==> config.mk <==
export PLATFORM = sky130hd
export DESIGN_NAME = tx_descriptor_queue
export DESIGN_NICKNAME = d
export VERILOG_FILES = /design/src/sv/txdq_pkg.sv /design/src/sv/txdq_ram.sv /design/src/sv/tx_descriptor_queue.sv
export SDC_FILE = /design/constraint.sdc
export NUM_CORES = 2
export LEC_CHECK = 0
export BUFFER_PORTS_ARGS = -buffer_cell sky130_fd_sc_hd__buf_4
export CAP_MARGIN = 40
export CORE_ASPECT_RATIO = 1.25
export CORE_MARGIN = 1.5
export CORE_UTILIZATION = 40
export DETAILED_ROUTE_END_ITERATION = 7
export PLACE_DENSITY_LB_ADDON = 0.1
export SLEW_MARGIN = 15
export SYNTH_ARGS = -nofsm -noshare
export SYNTH_HDL_FRONTEND = slang
export SYNTH_SLANG_ARGS = --single-unit
==> constraint.sdc <==
create_clock -name i_clk -period 13.5 [get_ports i_clk]
set_input_delay 1.35 -clock i_clk [delete_from_list [all_inputs] [get_ports i_clk]]
set_output_delay 1.35 -clock i_clk [all_outputs]
set_load 0.05 [all_outputs]
==> src/sv/txdq_pkg.sv <==
// shared types and codes for the transmit descriptor queue
package txdq_pkg;

    localparam int ADDR_W   = 32;
    localparam int LENGTH_W = 16;
    localparam int DESC_W   = ADDR_W + LENGTH_W;

    typedef enum logic {
        OP_ENQUEUE = 1'b0,
        OP_DONE    = 1'b1
    } t_op;

    typedef enum logic [1:0] {
        STAT_ENQUEUED     = 2'd0,
        STAT_REFUSED_FULL = 2'd1,
        STAT_DONE_RETIRED = 2'd2,
        STAT_DONE_IGNORED = 2'd3
    } t_status;

    typedef enum logic {
        ST_ACCEPT = 1'b0,
        ST_READ   = 1'b1
    } t_state;

    typedef struct packed {
        t_op                 op;
        logic [ADDR_W-1:0]   msg_addr;
        logic [LENGTH_W-1:0] msg_length;
    } t_in_word;

    typedef struct packed {
        t_status             status;
        logic                start_valid;
        logic [ADDR_W-1:0]   start_addr;
        logic [LENGTH_W-1:0] start_length;
    } t_out_word;

endpackage

==> src/sv/txdq_ram.sv <==
// generic single-port-write, single-port-read ram with registered read
module txdq_ram #(
    parameter int WIDTH = 48,
    parameter int DEPTH = 32
) (
    input  logic                                  i_clk,
    input  logic                                  i_wr_en,
    input  logic [(DEPTH > 1 ? $clog2(DEPTH) : 1)-1:0] i_wr_addr,
    input  logic [WIDTH-1:0]                      i_wr_data,
    input  logic                                  i_rd_en,
    input  logic [(DEPTH > 1 ? $clog2(DEPTH) : 1)-1:0] i_rd_addr,
    output logic [WIDTH-1:0]                      o_rd_data
);

    logic [WIDTH-1:0] r_mem [DEPTH];
    logic [WIDTH-1:0] r_rd_data;

    always_ff @(posedge i_clk) begin
        if (i_wr_en) begin
            r_mem[i_wr_addr] <= i_wr_data;
        end
        if (i_rd_en) begin
            r_rd_data <= r_mem[i_rd_addr];
        end
    end

    assign o_rd_data = r_rd_data;

endmodule

==> src/sv/tx_descriptor_queue.sv <==
// top level of the transmit descriptor queue
//
// ring queue of transmit descriptors (address, length) in front of a dma
// serial transmitter. one input word is either an enqueue or a transfer done
// event; every accepted word gives exactly one output word with a status and,
// when a transfer is started, the descriptor of that transfer.
// channels: valid/stall on both sides, a word moves when valid is high and
// stall is low. the output word sits in a register, so a new input word is
// taken in the same cycle the previous result is taken by the receiver.
// the result of an enqueue, a refused enqueue, an ignored done and a done
// that empties the queue is loaded into the output register at acceptance. a
// done that starts the next descriptor reads it into the registered read port
// of the descriptor ram, and the read state then loads the output register.
// throughput: one word per cycle while the receiver does not stall; the input
// stalls in that read state, as the descriptor ram read is registered.
// a stalled receiver holds the output word and the input side stalls until
// the output register can be reloaded.
// reset clears the indices, the full and busy flags and the output valid;
// the descriptor ram is not cleared, only slots that were written are read.
module tx_descriptor_queue
    import txdq_pkg::*;
#(
    parameter int QUEUE_DEPTH = 32
) (
    input  logic      i_clk,
    input  logic      i_rst_n,
    input  logic      i_in_valid,
    output logic      o_in_stall,
    input  t_in_word  i_in_word,
    output logic      o_out_valid,
    input  logic      i_out_stall,
    output t_out_word o_out_word
);

    localparam int IDX_W = (QUEUE_DEPTH > 1) ? $clog2(QUEUE_DEPTH) : 1;
    localparam logic [IDX_W-1:0] LAST_IDX = IDX_W'(QUEUE_DEPTH - 1);

    // control state
    t_state           r_state, n_state;
    logic [IDX_W-1:0] r_wr_idx, n_wr_idx;
    logic [IDX_W-1:0] r_rd_idx, n_rd_idx;
    logic             r_full, n_full;
    logic             r_busy, n_busy;
    logic             r_out_valid, n_out_valid;
    // payload
    t_out_word        r_out_word, n_out_word;

    // ram side
    logic              ram_wr_en;
    logic              ram_rd_en;
    logic [DESC_W-1:0] ram_rd_data;

    logic             out_free;
    logic             in_accept;
    logic [IDX_W-1:0] wr_idx_next;
    logic [IDX_W-1:0] rd_idx_next;

    // ring index wrap, works for depths that are not a power of two
    assign wr_idx_next = (r_wr_idx == LAST_IDX) ? '0 : r_wr_idx + 1'b1;
    assign rd_idx_next = (r_rd_idx == LAST_IDX) ? '0 : r_rd_idx + 1'b1;

    // output register empty or emptied at this edge
    assign out_free  = !r_out_valid || !i_out_stall;
    assign o_in_stall = !((r_state == ST_ACCEPT) && out_free);
    assign in_accept = i_in_valid && !o_in_stall;

    // descriptor store
    txdq_ram #(
        .WIDTH (DESC_W),
        .DEPTH (QUEUE_DEPTH)
    ) u_store (
        .i_clk     (i_clk),
        .i_wr_en   (ram_wr_en),
        .i_wr_addr (r_wr_idx),
        .i_wr_data ({i_in_word.msg_addr, i_in_word.msg_length}),
        .i_rd_en   (ram_rd_en),
        .i_rd_addr (rd_idx_next),
        .o_rd_data (ram_rd_data)
    );

    // next state: only a done that leaves a descriptor queued waits for the ram
    always_comb begin
        n_state = r_state;
        unique case (r_state)
            ST_ACCEPT: begin
                if (in_accept && i_in_word.op == OP_DONE && r_busy
                        && rd_idx_next != r_wr_idx) begin
                    n_state = ST_READ;
                end
            end
            ST_READ: begin
                n_state = ST_ACCEPT;
            end
            default: begin
                n_state = ST_ACCEPT;
            end
        endcase
    end

    // outputs and datapath updates
    always_comb begin
        n_wr_idx    = r_wr_idx;
        n_rd_idx    = r_rd_idx;
        n_full      = r_full;
        n_busy      = r_busy;
        n_out_valid = r_out_valid && i_out_stall;
        n_out_word  = r_out_word;
        ram_wr_en   = 1'b0;
        ram_rd_en   = 1'b0;

        unique case (r_state)
            ST_ACCEPT: begin
                if (in_accept) begin
                    n_out_valid             = 1'b1;
                    n_out_word.start_valid  = 1'b0;
                    n_out_word.start_addr   = '0;
                    n_out_word.start_length = '0;
                    if (i_in_word.op == OP_ENQUEUE) begin
                        if (r_full) begin
                            n_out_word.status = STAT_REFUSED_FULL;
                        end else begin
                            ram_wr_en         = 1'b1;
                            n_wr_idx          = wr_idx_next;
                            n_full            = (wr_idx_next == r_rd_idx);
                            n_out_word.status = STAT_ENQUEUED;
                            // idle means empty, so the head is this very word
                            if (!r_busy) begin
                                n_busy                  = 1'b1;
                                n_out_word.start_valid  = 1'b1;
                                n_out_word.start_addr   = i_in_word.msg_addr;
                                n_out_word.start_length = i_in_word.msg_length;
                            end
                        end
                    end else begin
                        if (!r_busy) begin
                            n_out_word.status = STAT_DONE_IGNORED;
                        end else begin
                            n_full            = 1'b0;
                            n_rd_idx          = rd_idx_next;
                            n_out_word.status = STAT_DONE_RETIRED;
                            if (rd_idx_next == r_wr_idx) begin
                                n_busy = 1'b0;
                            end else begin
                                // next head comes from the ram in the read state
                                n_out_valid = 1'b0;
                                ram_rd_en   = 1'b1;
                            end
                        end
                    end
                end
            end
            ST_READ: begin
                n_out_valid             = 1'b1;
                n_out_word.status       = STAT_DONE_RETIRED;
                n_out_word.start_valid  = 1'b1;
                n_out_word.start_addr   = ram_rd_data[DESC_W-1:LENGTH_W];
                n_out_word.start_length = ram_rd_data[LENGTH_W-1:0];
            end
            default: begin
                n_out_valid = r_out_valid && i_out_stall;
            end
        endcase
    end

    always_ff @(posedge i_clk) begin
        if (!i_rst_n) begin
            r_state     <= ST_ACCEPT;
            r_wr_idx    <= '0;
            r_rd_idx    <= '0;
            r_full      <= 1'b0;
            r_busy      <= 1'b0;
            r_out_valid <= 1'b0;
        end else begin
            r_state     <= n_state;
            r_wr_idx    <= n_wr_idx;
            r_rd_idx    <= n_rd_idx;
            r_full      <= n_full;
            r_busy      <= n_busy;
            r_out_valid <= n_out_valid;
        end
    end

    always_ff @(posedge i_clk) begin
        r_out_word <= n_out_word;
    end

    assign o_out_valid = r_out_valid;
    assign o_out_word  = r_out_word;

    // a full queue always has a transfer in flight
    a_full_busy: assert property (@(posedge i_clk) disable iff (!i_rst_n)
        r_full |-> r_busy)
        else $error("queue full while transmitter idle");

    // full and idle both mean the indices meet
    a_idx_meet: assert property (@(posedge i_clk) disable iff (!i_rst_n)
        (r_full || !r_busy) |-> (r_wr_idx == r_rd_idx))
        else $error("indices apart while full or idle");

    // the ram read cycle never finds the output register occupied
    a_read_slot: assert property (@(posedge i_clk) disable iff (!i_rst_n)
        (r_state == ST_READ) |-> !r_out_valid)
        else $error("output register busy during descriptor read");

    // a read is always followed by a start of the read descriptor
    a_read_start: assert property (@(posedge i_clk) disable iff (!i_rst_n)
        (r_state == ST_READ) |=> (r_out_valid && r_out_word.start_valid))
        else $error("descriptor read without start");

endmodule

==> impl_metrics.yaml <==
critical_path:
  required_ns: 14.04
  startpoint: "r_rd_idx[0]$_SDFFE_PN0P_"
  r2r-start: "r_rd_idx[0]$_SDFFE_PN0P_"
  cp_max_fo: 26
  critical_path.startpoint_type: "flip-flop"
  crit_type: "reg2reg"
  arrival_ns: 5.38
  cp-end-kind: "flip-flop"
layout:
  area_growth_pct: 15.6
  final_net_count: 2985
  layout_common_cells: "edfxtp_1 (1635), mux4_2 (378), buf_4 (174)"
  final_common_cell: "edfxtp_1"
  antenna_cells: 0
  drive_gt1_frac: 0.289
  n_fill_cell: 12900
yosys:
  yosys_warnings: 0
  synth-seq-cells: 1649
  syn_area_per_cell_sq_um: 23.2
  netlist_area_sq_mm: 0.0626
  dominantRegCellSynth: "edfxtp_1"
  seq_area_frac_synth: 0.789
  syn-num-nets: 2757
  synthArstFlopShare: 0
  synth_edf_count: 1635
  yosysUniqueCellTypes: 53
  synthCells: 2697
timing:
  period_minus_slack_ns: 4.84
  finalMaxSlewViolations: 0
  final_hold_viol_count: 0
  setup_viol: 0
  fin_setup_tns_ns: 0
  fin_crit_sh: 0.359
  max_slew_margin: 0.281
  rsz0062_at_grt: "no"
  worst_pin_slew_ns: 1.08
  clock_skew_ns: 0.0322
  max_freq_mhz: 206
power_and_ir_drop:
  power_uw: 10600
  power_density_mw_per_mm2: 146
  power.leakage_uw: 0.0229
  ir_worst_vdd_mv: 0.140
global_routing:
  grt_use_met2: 0.374
  grt_pass1_vias: 30800
  grt_max_degree: 140
  gr-total-overflow: 0
  antenna_found_initial: 4
  grtUsageMet3: 0.0307
  grt_first_pass_wirelength_um: 233000
  gr-max-usage-layer: "met2"
  met1_usage: 0.258
  globalRouteTotalUtil: 0.208
drt:
  vias: 29000
  drc: 3
  drt-total-wl_um: 163000
  ant_nets: 0
  drt-initial-drc-count: 2358
  dr.pass1.iters: 8
  routedWlPerCell_um: 32.0
  via_per_inst: 5.67
worst_hold_path:
  worstHoldPathType: "reg2reg"
  hold_start: "u_store.o_rd_data[0]$_DFFE_PP_"
clocking:
  post_cts_buffers: 0
  tritoncts: "done"
  cts-hold-fix-buffers: 0
  path_clk_slew_ns: 0.07
  cts-htree-levels: 4
  clk_latency_ns: 0.81
  numCtsBuffers: 164
  root_buffer: "clkbuf_16"
  cts_resized: 0
  cts_buffer_depth: 3
  cts.sinks: 1649
floorplanning:
  num_rows: 162
  die_x_um: 357
  boundaryPins: 106
  dieHeight_um: 445
  coreArea_sq_mm: 0.156
  start_util: 0.402
  dieArea_sq_mm: 0.159
place:
  port_buffers: 105
  gp_congestion: 0.736
  hpwlAfterDp_um: 90500
status:
  outcome: "finished, violations left"
  violations: "DRC"
run:
  maxCapViolCount: 0
[report_power, final]
part           switching [uW]  internal, uW
sequential               9.90          5660
clock                    1950          2650
combinational             220           105
total                    2180          8410
[stage by stage]
step	setup slack (ns)	util	instance area, sq um	cells	hold WS, ns
floorplan	8.58	-	62600	2697	0.518
global placement	8.21	0.424	66000	4776	0.537
detailed placement	8.46	0.429	66800	4806	0.542
CTS	8.52	0.464	72200	5103	0.556
global route	8.25	0.464	72300	5106	0.571
finish	8.66	0.464	72300	5106	0.554
[cell usage after synthesis (4+ instances only)]
cell type,number,area share
edfxtp_1,1635,0.78
mux4_2,378,0.14
mux2i_1,103,0.016
a22oi_1,96,0.012
buf_2,61,0.0049
clkbuf_1,55,0.0033
nand3_1,52,0.0042
a22o_1,49,0.0069
nor2_1,47,0.0028
o22a_1,47,0.0066
nand2_1,27,0.0016
dfxtp_1,14,0.0045
buf_6,13,0.0023
buf_4,12,0.0014
xnor2_1,9,0.0013
ha_1,7,0.0014
nor2b_1,7,0.00070
nand2b_1,6,0.00060
nand4_1,6,0.00060
o21ai_0,6,0.00048
and2_1,5,0.00050
buf_1,5,0.00030
inv_1,5,0.00030
nand3b_1,5,0.00060
or2_2,4,0.00040
xor2_1,4,0.00056
[kinds of logic after synthesis]
group / after synthesis / share of synthesized area
flops: 1649 / 0.789
mux: 481 / 0.153
xor+xnor: 13 / 0.00182
compound gates: 216 / 0.0277
buf+inv: 154 / 0.0128
fa+ha+maj: 7 / 0.00140
simple gates: 177 / 0.0144
[worst max-delay path: stages (launching register included)]
cell	delay, ns
dfxtp_1	0.46
ha_4	0.26
and3_1	0.18
ha_1	0.37
nor2_4	0.58
buf_4	0.52
buf_16	0.29
buf_4	0.47
buf_12	0.31
mux4_2	0.53
mux2i_1	0.27
o22a_1	0.22
nand3_1	0.07
[routing by layer]
| metal | vias to the layer above | wire (um) |
|---|---|---|
| met5 | - | 41 |
| li1 | 12000 | - |
| met1 | 15900 | 64200 |
| met2 | 731 | 87100 |
| met3 | 250 | 6990 |
| met4 | 6 | 4780 |
[area by class of cell]
cell class | instances | area, sq um | share of cell area
multi-input combinational | 894 | 12700 | 0.176
tap | 2050 | 2560 | 0.0355
inverter | 6 | 22.5 | 0.000312
sequential | 1649 | 49400 | 0.683
clock inverter | 95 | 987 | 0.0137
timing repair buffer | 210 | 2220 | 0.0307
clock buffer | 202 | 4410 | 0.0609
[final timing paths]
check                                                  endpoint  cells after the start  slack, ns
worst max-delay path            u_store.o_rd_data[28]$_DFFE_PP_                     12       8.66
worst min-delay path                    o_out_word[0]$_DFFE_PP_                      1       0.55
worst max register to register  u_store.o_rd_data[28]$_DFFE_PP_                     12       8.66
worst min register to register          o_out_word[0]$_DFFE_PP_                      1       0.55
[state kept, by name (all words and copies together), names as in the netlist]
| name | count |
|---|---|
| r_busy | 1 |
| o_out_word | 51 |
| u_store.o_rd_data | 48 |
| r_wr_idx | 5 |
| u_store.r_mem | 1536 |
| r_state | 1 |
| r_rd_idx | 5 |
| r_full | 1 |
| o_out_valid | 1 |
Power figures use the tool's default switching activity.
